**config.mk**
```make
export PLATFORM = sky130hd
export DESIGN_NAME = touch_average_and_char_position
export DESIGN_NICKNAME = d
export VERILOG_FILES = /design/src/rtl/core/tacp_pkg.sv /design/src/rtl/core/tacp_div.sv /design/src/rtl/core/touch_average_and_char_position.sv
export SDC_FILE = /design/constraint.sdc
export NUM_CORES = 1
export LEC_CHECK = 0
export BUFFER_PORTS_ARGS = -buffer_cell sky130_fd_sc_hd__clkbuf_2
export CAP_MARGIN = 20
export CORE_MARGIN = 2
export CORE_UTILIZATION = 60
export DETAILED_ROUTE_END_ITERATION = 8
export PLACE_DENSITY = 0.78
export SLEW_MARGIN = 20
export SYNTH_ARGS = -nofsm -noshare
export SYNTH_HDL_FRONTEND = slang
export SYNTH_HIERARCHICAL = 1
export SYNTH_SLANG_ARGS = --single-unit
```
**constraint.sdc**
```tcl
create_clock -name clk -period 16.23 [get_ports clk]
set_input_delay 3.246 -clock clk [delete_from_list [all_inputs] [get_ports clk]]
set_output_delay 3.246 -clock clk [all_outputs]
set_load 0.02 [all_outputs]
```
**src/rtl/core/tacp_pkg.sv**
```systemverilog
// Shared types, constants and helper functions for the touch averager
// and character-cell mapper. No dependencies; used by every module of the block.
package tacp_pkg;

    localparam int SAMPLE_W = 12;
    localparam int SUM_W    = 14;
    localparam int COUNT_W  = 8;
    localparam int MODE_W   = 3;
    localparam int CFG_IDX_W  = 3;
    localparam int CFG_DATA_W = 12;
    localparam int DIV_STEPS  = SAMPLE_W;
    localparam int DIV_CNT_W  = $clog2(DIV_STEPS + 1);

    // Configuration register indexes.
    localparam logic [CFG_IDX_W-1:0] REG_EDGE_LEFT   = 3'd0;
    localparam logic [CFG_IDX_W-1:0] REG_EDGE_RIGHT  = 3'd1;
    localparam logic [CFG_IDX_W-1:0] REG_EDGE_TOP    = 3'd2;
    localparam logic [CFG_IDX_W-1:0] REG_EDGE_BOTTOM = 3'd3;
    localparam logic [CFG_IDX_W-1:0] REG_COLUMNS     = 3'd4;
    localparam logic [CFG_IDX_W-1:0] REG_ROWS        = 3'd5;
    localparam logic [CFG_IDX_W-1:0] REG_ORIENT_MODE = 3'd6;

    // Reset values of the configuration registers.
    localparam logic [SAMPLE_W-1:0] EDGE_LEFT_RST   = 12'd0;
    localparam logic [SAMPLE_W-1:0] EDGE_RIGHT_RST  = 12'd4095;
    localparam logic [SAMPLE_W-1:0] EDGE_TOP_RST    = 12'd0;
    localparam logic [SAMPLE_W-1:0] EDGE_BOTTOM_RST = 12'd4095;
    localparam logic [COUNT_W-1:0]  COLUMNS_RST     = 8'd16;
    localparam logic [COUNT_W-1:0]  ROWS_RST        = 8'd8;
    localparam logic [MODE_W-1:0]   ORIENT_MODE_RST = 3'd0;

    // Bits of the orientation mode register.
    localparam int MODE_SWAP   = 0;
    localparam int MODE_FLIP_H = 1;
    localparam int MODE_FLIP_V = 2;

    // Everything needed to map one averaged axis value to a cell.
    typedef struct packed {
        logic [SAMPLE_W-1:0] pos;
        logic [SAMPLE_W-1:0] lo;
        logic [SAMPLE_W-1:0] hi;
        logic [COUNT_W-1:0]  n;
        logic                flip;
    } axis_t;

    // Span between the calibrated edges; inverted or equal edges give zero.
    function automatic logic [SAMPLE_W-1:0] axis_span(input axis_t a);
        logic [SAMPLE_W-1:0] span;
        span = (a.hi > a.lo) ? (a.hi - a.lo) : '0;
        return span;
    endfunction

    // Clamp the position to the edges, then measure from the start edge,
    // or from the far edge when the axis is flipped.
    function automatic logic [SAMPLE_W-1:0] axis_offset(input axis_t a);
        logic [SAMPLE_W-1:0] p1;
        logic [SAMPLE_W-1:0] p2;
        logic [SAMPLE_W-1:0] off;
        p1 = (a.pos < a.lo) ? a.lo : a.pos;
        p2 = (p1 > a.hi) ? a.hi : p1;
        if (a.flip)
        begin
            off = (a.hi > p2) ? (a.hi - p2) : '0;
        end
        else
        begin
            off = (p2 > a.lo) ? (p2 - a.lo) : '0;
        end
        return off;
    endfunction

    // A zero cell count behaves as a count of one.
    function automatic logic [COUNT_W-1:0] count_fix(input logic [COUNT_W-1:0] c);
        logic [COUNT_W-1:0] n;
        n = (c == '0) ? COUNT_W'(1) : c;
        return n;
    endfunction

endpackage

```
**src/rtl/core/tacp_div.sv**
```systemverilog
// Iterative restoring divider, one quotient bit per cycle.
// Depends on tacp_pkg for widths; the divisor must be nonzero.
module tacp_div
(
    input  logic                         clk,
    input  logic                         rst_n,
    input  logic                         start,
    input  logic [tacp_pkg::SAMPLE_W-1:0] dividend,
    input  logic [tacp_pkg::SAMPLE_W-1:0] divisor,
    output logic                         done,
    output logic [tacp_pkg::SAMPLE_W-1:0] quotient
);

    logic [tacp_pkg::SAMPLE_W-1:0]  rem_reg;
    logic [tacp_pkg::SAMPLE_W-1:0]  quo_reg;
    logic [tacp_pkg::SAMPLE_W-1:0]  dsr_reg;
    logic [tacp_pkg::DIV_CNT_W-1:0] cnt_reg;
    logic                           busy_reg;
    logic                           done_reg;

    logic [tacp_pkg::SAMPLE_W:0] shifted;
    logic [tacp_pkg::SAMPLE_W:0] trial;
    logic                        last_step;

    // The remainder stays below the divisor, so the trial difference
    // always fits with one sign bit.
    assign shifted = {rem_reg, quo_reg[tacp_pkg::SAMPLE_W-1]};
    assign trial   = shifted - {1'b0, dsr_reg};

    assign last_step = !start && busy_reg && (cnt_reg == tacp_pkg::DIV_CNT_W'(1));

    always_ff @(posedge clk or negedge rst_n)
    begin
        if (!rst_n)
        begin
            busy_reg <= 1'b0;
            done_reg <= 1'b0;
            cnt_reg  <= '0;
        end
        else
        begin
            done_reg <= last_step;
            if (start)
            begin
                busy_reg <= 1'b1;
                cnt_reg  <= tacp_pkg::DIV_CNT_W'(tacp_pkg::DIV_STEPS);
            end
            else if (busy_reg)
            begin
                cnt_reg <= cnt_reg - 1'b1;
                if (last_step)
                begin
                    busy_reg <= 1'b0;
                end
            end
        end
    end

    always_ff @(posedge clk)
    begin
        if (start)
        begin
            rem_reg <= '0;
            quo_reg <= dividend;
            dsr_reg <= divisor;
        end
        else if (busy_reg)
        begin
            if (!trial[tacp_pkg::SAMPLE_W])
            begin
                rem_reg <= trial[tacp_pkg::SAMPLE_W-1:0];
                quo_reg <= {quo_reg[tacp_pkg::SAMPLE_W-2:0], 1'b1};
            end
            else
            begin
                rem_reg <= shifted[tacp_pkg::SAMPLE_W-1:0];
                quo_reg <= {quo_reg[tacp_pkg::SAMPLE_W-2:0], 1'b0};
            end
        end
    end

    assign done     = done_reg;
    assign quotient = quo_reg;

endmodule

```
**src/rtl/core/touch_average_and_char_position.sv**
```systemverilog
// Top level of the touch averager and character-cell mapper.
// Depends on tacp_pkg and instantiates the shared divider tacp_div.

// The block sums raw 12-bit X/Y touch samples in groups of four. The first
// three items of a group give no result. The fourth item yields one result
// item: both averages (sum divided by four, truncated) and a 1-based
// character column and row, each clamped to the calibrated edges and to
// the cell count. Orientation mode bit 0 swaps the axes, bit 1 flips the
// column and bit 2 flips the row, measuring from the far edge. After the
// fourth item the input stalls while a single divider that makes one
// quotient bit per cycle runs four divisions in turn (column factor,
// column quotient, row factor, row quotient), and then while the result
// moves into the output register. If the previous result still waits
// untaken in the output register at that point, the block holds the new
// one and keeps stalling until it is taken; a finished result waiting there
// does not stall new items of the next group otherwise. Configuration writes
// are meant to occur while the block is idle.
module touch_average_and_char_position
(
    input  logic                           clk,
    input  logic                           rst_n,
    // Configuration write port.
    input  logic                           cfg_we,
    input  logic [tacp_pkg::CFG_IDX_W-1:0]  cfg_index,
    input  logic [tacp_pkg::CFG_DATA_W-1:0] cfg_data,
    // Sample input channel.
    input  logic                           in_valid,
    output logic                           in_stall,
    input  logic [tacp_pkg::SAMPLE_W-1:0]   sample_x,
    input  logic [tacp_pkg::SAMPLE_W-1:0]   sample_y,
    // Result output channel.
    output logic                           out_valid,
    input  logic                           out_stall,
    output logic [tacp_pkg::COUNT_W-1:0]    cell_col,
    output logic [tacp_pkg::COUNT_W-1:0]    cell_row,
    output logic [tacp_pkg::SAMPLE_W-1:0]   avg_x,
    output logic [tacp_pkg::SAMPLE_W-1:0]   avg_y
);

    typedef enum logic [2:0]
    {
        ST_IDLE,
        ST_FAC_C,
        ST_Q_C,
        ST_FAC_R,
        ST_Q_R,
        ST_OUT
    } state_t;

    // Configuration registers.
    logic [tacp_pkg::SAMPLE_W-1:0] edge_left_reg;
    logic [tacp_pkg::SAMPLE_W-1:0] edge_right_reg;
    logic [tacp_pkg::SAMPLE_W-1:0] edge_top_reg;
    logic [tacp_pkg::SAMPLE_W-1:0] edge_bottom_reg;
    logic [tacp_pkg::COUNT_W-1:0]  columns_reg;
    logic [tacp_pkg::COUNT_W-1:0]  rows_reg;
    logic [tacp_pkg::MODE_W-1:0]   orient_mode_reg;

    // Accumulator.
    logic [tacp_pkg::SUM_W-1:0] sum_x_reg;
    logic [tacp_pkg::SUM_W-1:0] sum_y_reg;
    logic [1:0]                 sample_count_reg;
    logic [tacp_pkg::SUM_W-1:0] sum_x_next;
    logic [tacp_pkg::SUM_W-1:0] sum_y_next;

    // Sequencer and working registers.
    state_t                         state_reg;
    logic                           div_start_reg;
    tacp_pkg::axis_t                col_axis_reg;
    tacp_pkg::axis_t                row_axis_reg;
    tacp_pkg::axis_t                col_axis_next;
    tacp_pkg::axis_t                row_axis_next;
    logic [tacp_pkg::SAMPLE_W-1:0]  factor_reg;
    logic [tacp_pkg::COUNT_W-1:0]   col_cell_reg;
    logic [tacp_pkg::COUNT_W-1:0]   row_cell_reg;
    logic [tacp_pkg::SAMPLE_W-1:0]  avg_x_work_reg;
    logic [tacp_pkg::SAMPLE_W-1:0]  avg_y_work_reg;

    // Output register.
    logic                           out_valid_reg;
    logic [tacp_pkg::COUNT_W-1:0]   cell_col_reg;
    logic [tacp_pkg::COUNT_W-1:0]   cell_row_reg;
    logic [tacp_pkg::SAMPLE_W-1:0]  avg_x_reg;
    logic [tacp_pkg::SAMPLE_W-1:0]  avg_y_reg;

    logic                           in_accept;
    logic                           group_end;
    logic [tacp_pkg::SAMPLE_W-1:0]  avg_x_now;
    logic [tacp_pkg::SAMPLE_W-1:0]  avg_y_now;
    tacp_pkg::axis_t                x_axis;
    tacp_pkg::axis_t                y_axis;
    tacp_pkg::axis_t                cur_axis;
    logic [tacp_pkg::SAMPLE_W-1:0]  div_dividend;
    logic [tacp_pkg::SAMPLE_W-1:0]  div_divisor;
    logic                           div_done;
    logic [tacp_pkg::SAMPLE_W-1:0]  div_quotient;
    logic [tacp_pkg::SAMPLE_W-1:0]  factor_fixed;
    logic [tacp_pkg::COUNT_W-1:0]   cell_now;
    logic                           out_free;

    // ------------------------------------------------------------------
    // Configuration writes. Indexes beyond the register list are ignored.
    // ------------------------------------------------------------------
    always_ff @(posedge clk or negedge rst_n)
    begin
        if (!rst_n)
        begin
            edge_left_reg   <= tacp_pkg::EDGE_LEFT_RST;
            edge_right_reg  <= tacp_pkg::EDGE_RIGHT_RST;
            edge_top_reg    <= tacp_pkg::EDGE_TOP_RST;
            edge_bottom_reg <= tacp_pkg::EDGE_BOTTOM_RST;
            columns_reg     <= tacp_pkg::COLUMNS_RST;
            rows_reg        <= tacp_pkg::ROWS_RST;
            orient_mode_reg <= tacp_pkg::ORIENT_MODE_RST;
        end
        else if (cfg_we)
        begin
            unique case (cfg_index)
                tacp_pkg::REG_EDGE_LEFT:   edge_left_reg   <= cfg_data;
                tacp_pkg::REG_EDGE_RIGHT:  edge_right_reg  <= cfg_data;
                tacp_pkg::REG_EDGE_TOP:    edge_top_reg    <= cfg_data;
                tacp_pkg::REG_EDGE_BOTTOM: edge_bottom_reg <= cfg_data;
                tacp_pkg::REG_COLUMNS:
                    columns_reg <= cfg_data[tacp_pkg::COUNT_W-1:0];
                tacp_pkg::REG_ROWS:
                    rows_reg <= cfg_data[tacp_pkg::COUNT_W-1:0];
                tacp_pkg::REG_ORIENT_MODE:
                    orient_mode_reg <= cfg_data[tacp_pkg::MODE_W-1:0];
                default: ;
            endcase
        end
    end

    // ------------------------------------------------------------------
    // Input side. Items are taken only while the sequencer is idle.
    // ------------------------------------------------------------------
    assign in_stall  = (state_reg != ST_IDLE);
    assign in_accept = in_valid && !in_stall;
    assign group_end = (sample_count_reg == 2'd3);

    assign sum_x_next = sum_x_reg + {2'b00, sample_x};
    assign sum_y_next = sum_y_reg + {2'b00, sample_y};
    assign avg_x_now  = sum_x_next[tacp_pkg::SUM_W-1:2];
    assign avg_y_now  = sum_y_next[tacp_pkg::SUM_W-1:2];

    // Axis descriptions built from the fresh averages and the current
    // calibration; the swap bit decides which one feeds the column.
    always_comb
    begin
        x_axis.pos  = avg_x_now;
        x_axis.lo   = edge_left_reg;
        x_axis.hi   = edge_right_reg;
        x_axis.n    = '0;
        x_axis.flip = 1'b0;
        y_axis.pos  = avg_y_now;
        y_axis.lo   = edge_top_reg;
        y_axis.hi   = edge_bottom_reg;
        y_axis.n    = '0;
        y_axis.flip = 1'b0;
    end

    // The column always takes the column count and the horizontal flip, the
    // row the row count and the vertical flip, whichever axis feeds them.
    always_comb
    begin
        if (orient_mode_reg[tacp_pkg::MODE_SWAP])
        begin
            col_axis_next = y_axis;
            row_axis_next = x_axis;
        end
        else
        begin
            col_axis_next = x_axis;
            row_axis_next = y_axis;
        end
        col_axis_next.n    = tacp_pkg::count_fix(columns_reg);
        col_axis_next.flip = orient_mode_reg[tacp_pkg::MODE_FLIP_H];
        row_axis_next.n    = tacp_pkg::count_fix(rows_reg);
        row_axis_next.flip = orient_mode_reg[tacp_pkg::MODE_FLIP_V];
    end

    // ------------------------------------------------------------------
    // Shared divider. Its operands follow the sequencer state; the divider
    // captures them in the cycle that start is high.
    // ------------------------------------------------------------------
    always_comb
    begin
        cur_axis = ((state_reg == ST_FAC_C) || (state_reg == ST_Q_C))
                   ? col_axis_reg : row_axis_reg;
        if ((state_reg == ST_FAC_C) || (state_reg == ST_FAC_R))
        begin
            div_dividend = tacp_pkg::axis_span(cur_axis);
            div_divisor  = {{(tacp_pkg::SAMPLE_W-tacp_pkg::COUNT_W){1'b0}}, cur_axis.n};
        end
        else
        begin
            div_dividend = tacp_pkg::axis_offset(cur_axis);
            div_divisor  = factor_reg;
        end
    end

    tacp_div u_div
    (
        .clk      (clk),
        .rst_n    (rst_n),
        .start    (div_start_reg),
        .dividend (div_dividend),
        .divisor  (div_divisor),
        .done     (div_done),
        .quotient (div_quotient)
    );

    // A zero factor is forced to one so the offset division is defined.
    assign factor_fixed = (div_quotient == '0) ? tacp_pkg::SAMPLE_W'(1) : div_quotient;

    // Cell is quotient plus one, saturated at the count.
    assign cell_now =
        (div_quotient >= {{(tacp_pkg::SAMPLE_W-tacp_pkg::COUNT_W){1'b0}}, cur_axis.n})
        ? cur_axis.n
        : (div_quotient[tacp_pkg::COUNT_W-1:0] + 1'b1);

    // The output register can take a new result when it is empty or
    // when its current result is taken in this cycle.
    assign out_free = !out_valid_reg || !out_stall;

    // ------------------------------------------------------------------
    // Sequencer, accumulator and output register.
    // ------------------------------------------------------------------
    always_ff @(posedge clk or negedge rst_n)
    begin
        if (!rst_n)
        begin
            state_reg        <= ST_IDLE;
            div_start_reg    <= 1'b0;
            sum_x_reg        <= '0;
            sum_y_reg        <= '0;
            sample_count_reg <= '0;
            out_valid_reg    <= 1'b0;
        end
        else
        begin
            // A new result is loaded, or the current one leaves.
            if ((state_reg == ST_OUT) && out_free)
            begin
                out_valid_reg <= 1'b1;
            end
            else if (out_valid_reg && !out_stall)
            begin
                out_valid_reg <= 1'b0;
            end

            unique case (state_reg)
                ST_IDLE:
                begin
                    div_start_reg <= in_accept && group_end;
                    if (in_accept)
                    begin
                        if (group_end)
                        begin
                            sum_x_reg        <= '0;
                            sum_y_reg        <= '0;
                            sample_count_reg <= '0;
                            state_reg        <= ST_FAC_C;
                        end
                        else
                        begin
                            sum_x_reg        <= sum_x_next;
                            sum_y_reg        <= sum_y_next;
                            sample_count_reg <= sample_count_reg + 1'b1;
                        end
                    end
                end
                ST_FAC_C:
                begin
                    div_start_reg <= div_done;
                    if (div_done)
                    begin
                        state_reg <= ST_Q_C;
                    end
                end
                ST_Q_C:
                begin
                    div_start_reg <= div_done;
                    if (div_done)
                    begin
                        state_reg <= ST_FAC_R;
                    end
                end
                ST_FAC_R:
                begin
                    div_start_reg <= div_done;
                    if (div_done)
                    begin
                        state_reg <= ST_Q_R;
                    end
                end
                ST_Q_R:
                begin
                    div_start_reg <= 1'b0;
                    if (div_done)
                    begin
                        state_reg <= ST_OUT;
                    end
                end
                ST_OUT:
                begin
                    div_start_reg <= 1'b0;
                    if (out_free)
                    begin
                        state_reg <= ST_IDLE;
                    end
                end
                default:
                begin
                    div_start_reg <= 1'b0;
                    state_reg     <= ST_IDLE;
                end
            endcase
        end
    end

    // Working and output payload registers carry no reset.
    always_ff @(posedge clk)
    begin
        if (in_accept && group_end)
        begin
            avg_x_work_reg <= avg_x_now;
            avg_y_work_reg <= avg_y_now;
            col_axis_reg   <= col_axis_next;
            row_axis_reg   <= row_axis_next;
        end

        if (div_done && ((state_reg == ST_FAC_C) || (state_reg == ST_FAC_R)))
        begin
            factor_reg <= factor_fixed;
        end
        if (div_done && (state_reg == ST_Q_C))
        begin
            col_cell_reg <= cell_now;
        end
        if (div_done && (state_reg == ST_Q_R))
        begin
            row_cell_reg <= cell_now;
        end

        if ((state_reg == ST_OUT) && out_free)
        begin
            cell_col_reg <= col_cell_reg;
            cell_row_reg <= row_cell_reg;
            avg_x_reg    <= avg_x_work_reg;
            avg_y_reg    <= avg_y_work_reg;
        end
    end

    assign out_valid = out_valid_reg;
    assign cell_col  = cell_col_reg;
    assign cell_row  = cell_row_reg;
    assign avg_x     = avg_x_reg;
    assign avg_y     = avg_y_reg;

endmodule
```
Yosys cells after proc, flatten, opt, wreduce, memory -nomap -nowiden
Cells that the tools add are included.
{"block": "word_totals", "reg_bits": 326, "in_bits": 44, "output_inout_bits": 42}
{"block": "classes", "add_sub_neg": 9, "order_cmp": 6, "eq_ne": 20, "muxes": 35, "reduce_logical": 34}
{"cell": "$mux 45", "n": 3}
{"cell": "$mux 12", "n": 10}
{"cell": "$gt 12x12->1", "n": 4}
{"cell": "$sub 12x12->12", "n": 3}
{"cell": "$add 14x12->14", "n": 2}
{"cell": "$mux 14", "n": 2}
{"cell": "$mux 3", "n": 7}
{"cell": "$pmux 3 s6", "n": 1}
{"cell": "$logic_not 8->1", "n": 2}
{"cell": "$mux 8", "n": 2}
{"cell": "$reduce_and 2->1", "n": 8}
{"cell": "$eq 3x3->1 const B", "n": 5}
{"cell": "$sub 13x12->13", "n": 1}
{"cell": "$eq 3x2->1 const B", "n": 4}
{"cell": "$ge 12x8->1", "n": 1}
{"cell": "$logic_not 12->1", "n": 1}
{"cell": "$lt 12x12->1", "n": 1}
{"cell": "$logic_and 1x1->1", "n": 9}
{"cell": "$add 8x1->8 const B", "n": 1}
{"cell": "$mux 4", "n": 2}
{"cell": "$ne 2x1->1 const B", "n": 4}
{"cell": "$reduce_and 7->1", "n": 1}
{"cell": "$eq 3x1->1 const B", "n": 2}
{"cell": "$logic_not 3->1", "n": 2}
{"cell": "other kinds (13)", "n": 26}

Longest topological paths before layout
Gate-level depths: netlist (run 1).
{"block": "depth", "word_depth": 12, "depth_mapped": 40, "depth_no_buf": 36}

By module
Netlist (run 1), hierarchy kept.
{"module": "touch_average_and_char_position", "instances": 1, "cells_per_inst": 1239, "area_per_inst_um2": 15314.7, "seq_area_each_um2": 8050.2}
{"module": "tacp_div", "instances": 1, "cells_per_inst": 244, "area_per_inst_um2": 2454.9, "seq_area_each_um2": 1111.1}

Worst setup path before layout (run 1)
Ideal clock, no wire load.
{"block": "synth_path", "kind": "input-to-reg", "from": "input port in_valid", "to": "register state_reg[1]", "setup_time_ns": 0.066, "t_arrival_ns": 9.258, "t_required_ns": 16.164, "setup_slack_ns": 6.906, "cell_stages": 7, "path_cell_list": "nand3b_1 > nor2_1 > o22ai_1 > inv_1 > nand2_1 > mux2i_1 > a22o_1"}
{"block": "synth_between", "elab_chain_cells": 3}
{"item": "start: declaration", "line": "touch_average_and_char_position.sv:27", "source": "input logic in_valid,"}
{"item": "$logic_and 1x1->1", "line": "touch_average_and_char_position.sv:138", "source": "assign in_accept = in_valid && !in_stall;"}
{"item": "$ne 2x2->1 (no line)"}
{"item": "$reduce_and 7->1 (no line)"}
{"item": "end signal: assignment", "line": "touch_average_and_char_position.sv:233", "source": "state_reg <= ST_IDLE;"}
{"item": "end signal: assignment", "line": "touch_average_and_char_position.sv:263", "source": "state_reg <= ST_FAC_C;"}
{"item": "end signal: assignment", "line": "touch_average_and_char_position.sv:278", "source": "state_reg <= ST_Q_C;"}
{"item": "end: declaration", "line": "touch_average_and_char_position.sv:67", "source": "state_t state_reg;"}
Every way passes these cells.
A chain may end at the register's enable or synchronous reset.

Final worst setup path (run 1)
{"block": "layout_path", "from": "register state_reg[0]", "to": "register u_div.quo_reg (netlist bit u_div/quotient[2]) (data pin)"}
{"block": "layout_between", "elab_chain_cells": 12, "elab_cells_between_ends": 22}
{"item": "$eq 3x1->1 or $eq 3x2->1 (tied branches)", "line": "touch_average_and_char_position.sv:188, touch_average_and_char_position.sv:190"}
{"item": "$logic_or 1x1->1", "line": "touch_average_and_char_position.sv:188", "source": "cur_axis = ((state_reg == ST_FAC_C) || (state_reg == ST_Q_C))"}
{"item": "$mux 45", "line": "touch_average_and_char_position.sv:189", "source": "? col_axis_reg : row_axis_reg;"}
{"item": "$lt 12x12->1", "line": "tacp_pkg.sv:59", "source": "p1 = (a.pos < a.lo) ? a.lo : a.pos;"}
{"item": "$mux 12", "line": "tacp_pkg.sv:59"}
{"item": "$gt 12x12->1", "line": "tacp_pkg.sv:60", "source": "p2 = (p1 > a.hi) ? a.hi : p1;"}
{"item": "$mux 12", "line": "tacp_pkg.sv:60"}
{"item": "$sub 12x12->12 (tied with other cells)", "line": "tacp_pkg.sv:67", "source": "off = (p2 > a.lo) ? (p2 - a.lo) : '0;"}
{"item": "$mux 12, on equally long branches", "line": "tacp_pkg.sv:67, tacp_pkg.sv:63"}
{"item": "$mux 12", "line": "tacp_pkg.sv:61", "source": "if (a.flip)"}
{"item": "$mux 12 (*)", "line": "touch_average_and_char_position.sv:190", "source": "if ((state_reg == ST_FAC_C) || (state_reg == ST_FAC_R))"}
{"item": "net div_dividend, one bit", "line": "touch_average_and_char_position.sv:93", "source": "logic [tacp_pkg::SAMPLE_W-1:0] div_dividend;"}
{"item": "$mux 12 (*)", "line": "tacp_div.sv:61", "source": "if (start)"}
{"item": "end signal: assignment", "line": "tacp_div.sv:64", "source": "quo_reg <= dividend;"}
{"item": "end signal: assignment", "line": "tacp_div.sv:72", "source": "quo_reg <= {quo_reg[tacp_pkg::SAMPLE_W-2:0], 1'b1};"}
{"item": "end signal: assignment", "line": "tacp_div.sv:77", "source": "quo_reg <= {quo_reg[tacp_pkg::SAMPLE_W-2:0], 1'b0};"}
{"item": "end: declaration", "line": "tacp_div.sv:15", "source": "logic [tacp_pkg::SAMPLE_W-1:0] quo_reg;"}
The timed path passes the listed nets; every way through them passes the cells marked *.

==> results.sh, run 1 <==
export IMPL_outcome="finished, final reports clean"
export IMPL_ys_flop_type="edfxtp_1"
export IMPL_required_ns=16.49
export IMPL_synth_seq_area_share=0.516
export IMPL_r2r_setup_slack_ns=7.62
export IMPL_slew_viol_final=0
export IMPL_yosys_area_top_type="edfxtp_1"
export IMPL_drtIter0Drc=1104
export IMPL_cp_start_kind="register"
export IMPL_async_flop_share=0.331
export IMPL_top_layer_used="met4"
export IMPL_clk_latency_ns=0.52
export IMPL_drc_errors=0
export IMPL_synthToLayoutAreaGrowth_pct=11.1
export IMPL_wl_met3_um=2670
export IMPL_skew_ns=0.0176
export IMPL_fin_crit_ns=8.61
export IMPL_arrival_ns=8.87
export IMPL_setup_worst_path_class="register to register"
export IMPL_wirelength_met1_um=17300
export IMPL_syn_avg_cell_area_um2=12.0
export IMPL_finalWeightedCongestion=0.964
export IMPL_synth_cell_types=76
export IMPL_die_w_um=176
export IMPL_fillers=2185
export IMPL_antenna_found_initial=0
export IMPL_max_stage_delay_ns=0.62
export IMPL_post_drt_via_cell_ratio=6.08
export IMPL_grtUsageTotal=0.262
export IMPL_postCtsResizedCells=0
export IMPL_num_rows=63
export IMPL_slowest_stage="a2111oi_1"
export IMPL_cts_setup_buffers=0
export IMPL_yosys_warnings=6
export IMPL_synthesis_instances=1483
export IMPL_routed_wl_um=39800
export IMPL_yosysMostFrequentCell="edfxtp_1"
export IMPL_setup_viol=0
export IMPL_dr_total_vias=11900
export IMPL_setup_tns_final_ns=0
export IMPL_hold_path_class="register to register"
export IMPL_endpoint_kind="register"
export IMPL_post_route_period_util=0.530
export IMPL_synth_edf_count=206
export IMPL_dp_hpwl_um=28800
export IMPL_slew_headroom=0.278
export IMPL_critPathMaxFanout=21
export IMPL_start_util=0.604
export IMPL_met2WireLength_um=18600
export IMPL_io_pins=86
export IMPL_cts_buffers=35
export IMPL_grt_overflow=0
export IMPL_synth_common_cells="206 x edfxtp_1, 150 x mux2_2, 104 x ha_1"
export IMPL_final_antenna_net_count=0
export IMPL_fin_nets=1696
export IMPL_cts_root_buf="clkbuf_16"
export IMPL_ys_seq_elements=326
export IMPL_grt_pass1_vias=11800
export IMPL_cap_violations=0
export IMPL_synth_area_top_cells="edfxtp_1 35%, dfrtp_1 12%, mux2_2 9.5%"
export IMPL_cts_tree="yes"
export IMPL_cts_sinks=326
export IMPL_diodes=0
export IMPL_core_area_mm2=0.0294
export IMPL_drive_gt1_frac=0.229
export IMPL_cts_path_max_buffers=3
export IMPL_io_buffers=85
export IMPL_die_area_mm2=0.0310
export IMPL_tightest_slew_ns=1.08
export IMPL_clk_pin_slew_ns=0.06
export IMPL_avgRoutedWirePerCell_um=20.3
export IMPL_htreeDepth=2
export IMPL_netlist_area_mm2=0.0178
export IMPL_die_h_um=176
export IMPL_max_freq_mhz=116
export IMPL_rsz0062_at_grt="false"
export IMPL_grt_max_degree=83
export IMPL_synth_nets=1637
export IMPL_grt_pass1_wl_um=63500
export IMPL_synth_top_area_share=0.348
export IMPL_first_pass_iters=5
export IMPL_postCtsHoldBufs=0
export IMPL_hold_viol=0
-- area by class of cell --
| type | count | area [µm²] | share of cell area |
|---|---|---|---|
| sequential | 326 | 9160 | 0.464 |
| tap | 390 | 488 | 0.0247 |
| timing repair buffer | 99 | 533 | 0.0270 |
| clock buffer | 42 | 933 | 0.0473 |
| clock inverter | 22 | 282 | 0.0143 |
| multi-input combinational | 1005 | 8060 | 0.408 |
| inverter | 75 | 282 | 0.0143 |
-- per-stage QoR --
stage | area, µm² | setup WS (ns) | utilization | hold slack, ns | cells
floorplan | 17800 | 6.91 | - | 0.400 | 1483
global placement | 18500 | 8.01 | 0.630 | 0.403 | 1895
detailed placement | 18500 | 7.77 | 0.630 | 0.405 | 1895
CTS | 19700 | 7.73 | 0.671 | 0.418 | 1959
global route | 19700 | 6.92 | 0.671 | 0.426 | 1959
finish | 19700 | 7.62 | 0.671 | 0.415 | 1959
-- placed cells by master (no fill, tap or decap), drive strengths merged, types with 5 or more instances in the layout --
cell type,Yosys,routed
edfxtp,206,206
mux2,150,150
clkbuf,64,126
ha,104,104
dfrtp,82,82
inv,75,77
nand2,76,76
a21oi,70,70
nor2,70,70
o21ai,67,67
mux2i,63,63
a21o,51,51
xnor2,42,42
nand3,32,32
xor2,30,30
dfstp,26,26
nor2b,23,23
a22o,20,20
nand2b,18,18
o21bai,15,15
buf,13,15
nor3,15,15
nand4,12,12
dfxtp,12,12
a311oi,11,11
a31oi,11,11
clkinv,0,11
and3,9,9
o211ai,7,7
or3,6,6
o31ai,6,6
or2,6,6
o221ai,6,6
fa,6,6
bufinv,0,6
maj3,5,5
o21a,5,5
a221oi,5,5
nor3b,5,5
-- path summary, 6_finish.rpt --
path | startpoint | to | cells past startpoint
max | state_reg[0] | u_div/quotient[2] | 35
min | col_cell_reg[3] | cell_col[3] | 0
max reg2reg | state_reg[0] | u_div/quotient[2] | 35
min reg2reg | col_cell_reg[3] | cell_col[3] | 0
max in group asynchronous | rst_n | columns_reg[4] | 3
min in group asynchronous | rst_n | sum_x_reg[11] | 1
-- critical path: cells and delay by family, from the launching register on --
| family | cells | cell delay (ns) |
|---|---|---|
| multiplexers | 3 | 0.98 |
| flip-flops | 1 | 0.61 |
| AO/OA/AOI/OAI | 16 | 3.25 |
| AND/OR/NAND/NOR | 7 | 1.23 |
| buffers and inverters | 3 | 0.70 |
| adder cells (fa/ha/maj) | 5 | 1.34 |
| XOR/XNOR | 1 | 0.20 |
-- cells by family (layout without fill, tap and decap cells) --
group | after synthesis | count (layout) | synth area share
xor+xnor | 72 | 72 | 0.0359
mux | 213 | 213 | 0.131
simple gates | 298 | 298 | 0.0844
fa+ha+maj | 115 | 115 | 0.0828
buf+inv | 152 | 238 | 0.0337
compound gates | 307 | 307 | 0.117
flops | 326 | 326 | 0.516
-- metal layers --
layer | up-vias | track usage
met2 | 418 | 0.422
met3 | 91 | 0.0467
met4 | 0 | 0.0837
met5 | - | 0
li1 | 5605 | -
met1 | 5804 | 0.363
Power of run 1 is not shown: default switching activity piles up to over one toggle a cycle in this logic, so the estimate is an artifact.
==> run 2: changes to the inputs <==
Settings changed: ABC_AREA from default to 1.
Clock period 16.23 ns to 8.75 ns, I/O delays scaled along.
==> results.sh, run 2 <==
export IMPL_dr_total_vias=13400
export IMPL_die_area_mm2=0.0308
export IMPL_cts_setup_buffers=0
export IMPL_endpoint_kind="register"
export IMPL_layout_common_cells="496 x nand2_1, 266 x inv_1, 238 x o21ai_0"
export IMPL_synth_cell_types=54
export IMPL_slowest_stage="nand2_1"
export IMPL_synth_top_family_by_area="simple AND/OR/NAND/NOR gates"
export IMPL_io_buffers=85
export IMPL_ys_flop_type="edfxtp_1"
export IMPL_synth_edf_count=206
export IMPL_slew_viol_final=0
export IMPL_post_drt_via_cell_ratio=5.52
export IMPL_drive_gt1_frac=0.126
export IMPL_synth_compound_area_frac=0.120
export IMPL_synth_adder_area_share=0.0805
export IMPL_start_util=0.612
export IMPL_first_pass_iters=5
export IMPL_synth_area_top_cells="edfxtp_1 35%, dfrtp_1 12%, nand2_1 11%"
export IMPL_cap_violations=0
export IMPL_fin_nets=2170
export IMPL_routed_wl_um=41400
export IMPL_post_route_period_util=0.882
export IMPL_setup_worst_path_class="register to register"
export IMPL_cts_tree="yes"
export IMPL_cts_buffers=35
export IMPL_avgRoutedWirePerCell_um=17.1
export IMPL_synthToLayoutAreaGrowth_pct=11.1
export IMPL_cp_common_cell="nand2_1"
export IMPL_dp_hpwl_um=29800
export IMPL_die_w_um=176
export IMPL_core_area_mm2=0.0289
export IMPL_grt_pass1_wl_um=66600
export IMPL_yosys_warnings=6
export IMPL_max_stage_delay_ns=0.57
export IMPL_cts_sinks=326
export IMPL_required_ns=9.14
export IMPL_synthesis_instances=1954
export IMPL_tightest_slew_ns=1.05
export IMPL_drc_errors=0
export IMPL_outcome="finished, final reports clean"
export IMPL_finalPower_mw=3.53
export IMPL_dpl_cell_area_mm2=0.0184
export IMPL_ys_seq_elements=326
export IMPL_postCtsHoldBufs=0
export IMPL_synth_common_cells="496 x nand2_1, 266 x inv_1, 238 x o21ai_0"
export IMPL_synth_seq_area_share=0.519
export IMPL_setup_tns_final_ns=0
export IMPL_hold_viol=0
export IMPL_clk_latency_ns=0.52
export IMPL_hold_path_class="register to register"
export IMPL_grt_max_degree=91
export IMPL_leakage_nw=8.91
export IMPL_p_per_area_mw_per_mm2=180
export IMPL_slew_headroom=0.295
export IMPL_antenna_found_initial=0
export IMPL_final_common_cell="nand2_1"
export IMPL_cts_path_max_buffers=3
export IMPL_yosysMostFrequentCell="nand2_1"
export IMPL_diodes=0
export IMPL_grtUsageTotal=0.275
export IMPL_fillers=2283
export IMPL_synth_nets=2108
export IMPL_io_pins=86
export IMPL_htreeDepth=2
export IMPL_finalWeightedCongestion=1.01
export IMPL_max_freq_mhz=130
export IMPL_syn_avg_cell_area_um2=9.03
export IMPL_synth_xor_xnor_area_share=0.0253
export IMPL_muxShareOfSynthArea=0.00851
export IMPL_num_rows=62
export IMPL_netlist_area_mm2=0.0176
export IMPL_skew_ns=0.0121
export IMPL_synth_top_area_share=0.350
export IMPL_clk_pin_slew_ns=0.06
export IMPL_fin_crit_ns=7.71
export IMPL_rsz0062_at_grt="false"
export IMPL_setup_viol=0
export IMPL_die_h_um=176
export IMPL_critPathMaxFanout=32
export IMPL_final_antenna_net_count=0
export IMPL_arrival_ns=8.10
export IMPL_cts_root_buf="clkbuf_16"
export IMPL_peakVddDrop_mv=0.190
export IMPL_drtIter0Drc=1028
export IMPL_grt_overflow=0
export IMPL_cp_start_kind="register"
export IMPL_async_flop_share=0.331
export IMPL_yosys_area_top_type="edfxtp_1"
export IMPL_grt_pass1_vias=12900
export IMPL_postCtsResizedCells=0
export IMPL_final_area_mm2=0.0196
export IMPL_yosys_area_share_simple=0.166
==> run 2: cell count changes in the layout (fill, tap and decap cells not counted), sizes merged, moves of 18 or more <==
cell / before / now
xnor2: 42 / 11
inv: 77 / 282
o21ai: 67 / 251
mux2i: 63 / 15
a21o: 51 / 4
a21oi: 70 / 98
nor2b: 23 / 0
mux2: 150 / 0
nand2: 76 / 520
nand2b: 18 / 0
nand3: 32 / 58
==> run 2: worst max-delay path: cells and delay by family, from the launching register on <==
family	cells	cell delay, ns
AOI/OAI and AO/OA	11	2.29
adders and majority gates	4	1.28
buffers and inverters	4	0.61
DFF	1	0.44
and+or+nand+nor	19	2.94
==> run 2: final timing paths <==
kind | slack, ns | to | cells after the start | start
max | 1.04 | u_div/quotient[8] | 38 | state_reg[2]
min | 0.42 | cell_row[3] | 0 | row_cell_reg[3]
max reg2reg | 1.04 | u_div/quotient[8] | 38 | state_reg[2]
min reg2reg | 0.42 | cell_row[3] | 0 | row_cell_reg[3]
max in group asynchronous | 6.31 | u_div/cnt_reg[2] | 2 | rst_n
min in group asynchronous | 1.27 | edge_top_reg[10] | 1 | rst_n
==> run 2: cells by family after synthesis <==
logic type / count (synthesis)
flops: 326
mux: 15
buf+inv: 367
simple gates: 689
compound gates: 396
fa+ha+maj: 110
xor+xnor: 51
==> run 2: layer usage <==
metal	track usage	share of wire	wire length, µm	up-vias
li1	-	-	-	6575
met1	0.368	0.43	17700	6277
met2	0.463	0.48	19800	456
met3	0.0392	0.061	2530	82
met4	0.0940	0.033	1370	0
met5	0	0	0	-
==> run 2: final cells by class <==
type                    instances  area [µm²]  share of cell area
clock buffers                  41         961              0.0490
clock inverters                23         258              0.0131
inverters                     287        1080              0.0549
multi-input cells            1261        7090               0.362
flip-flops and latches        326        9160               0.467
well taps                     384         480              0.0245
repair buffers                105         578              0.0295
==> run 2: power by group <==
group          switching, mW  internal, mW  leakage [nW]  total (mW)
registers             0.0417          1.73          3.22        1.77
clock network          0.626         0.917         0.583        1.54
logic                  0.143        0.0711          5.11       0.214
==> run 2: stage by stage <==
stage / hold WS [ns] / util / std cells / worst slack (ns)
6_report: 0.418 / 0.679 / 2427 / 1.04
5_1_grt: 0.424 / 0.679 / 2427 / 0.297
4_1_cts: 0.419 / 0.679 / 2427 / 1.21
3_5_place_dp: 0.405 / 0.637 / 2363 / 1.23
3_3_place_gp: 0.402 / 0.637 / 2363 / 1.42
2_1_floorplan: 0.400 / - / 1954 / 0.696
No activity file was read; power rests on OpenSTA's default activity.
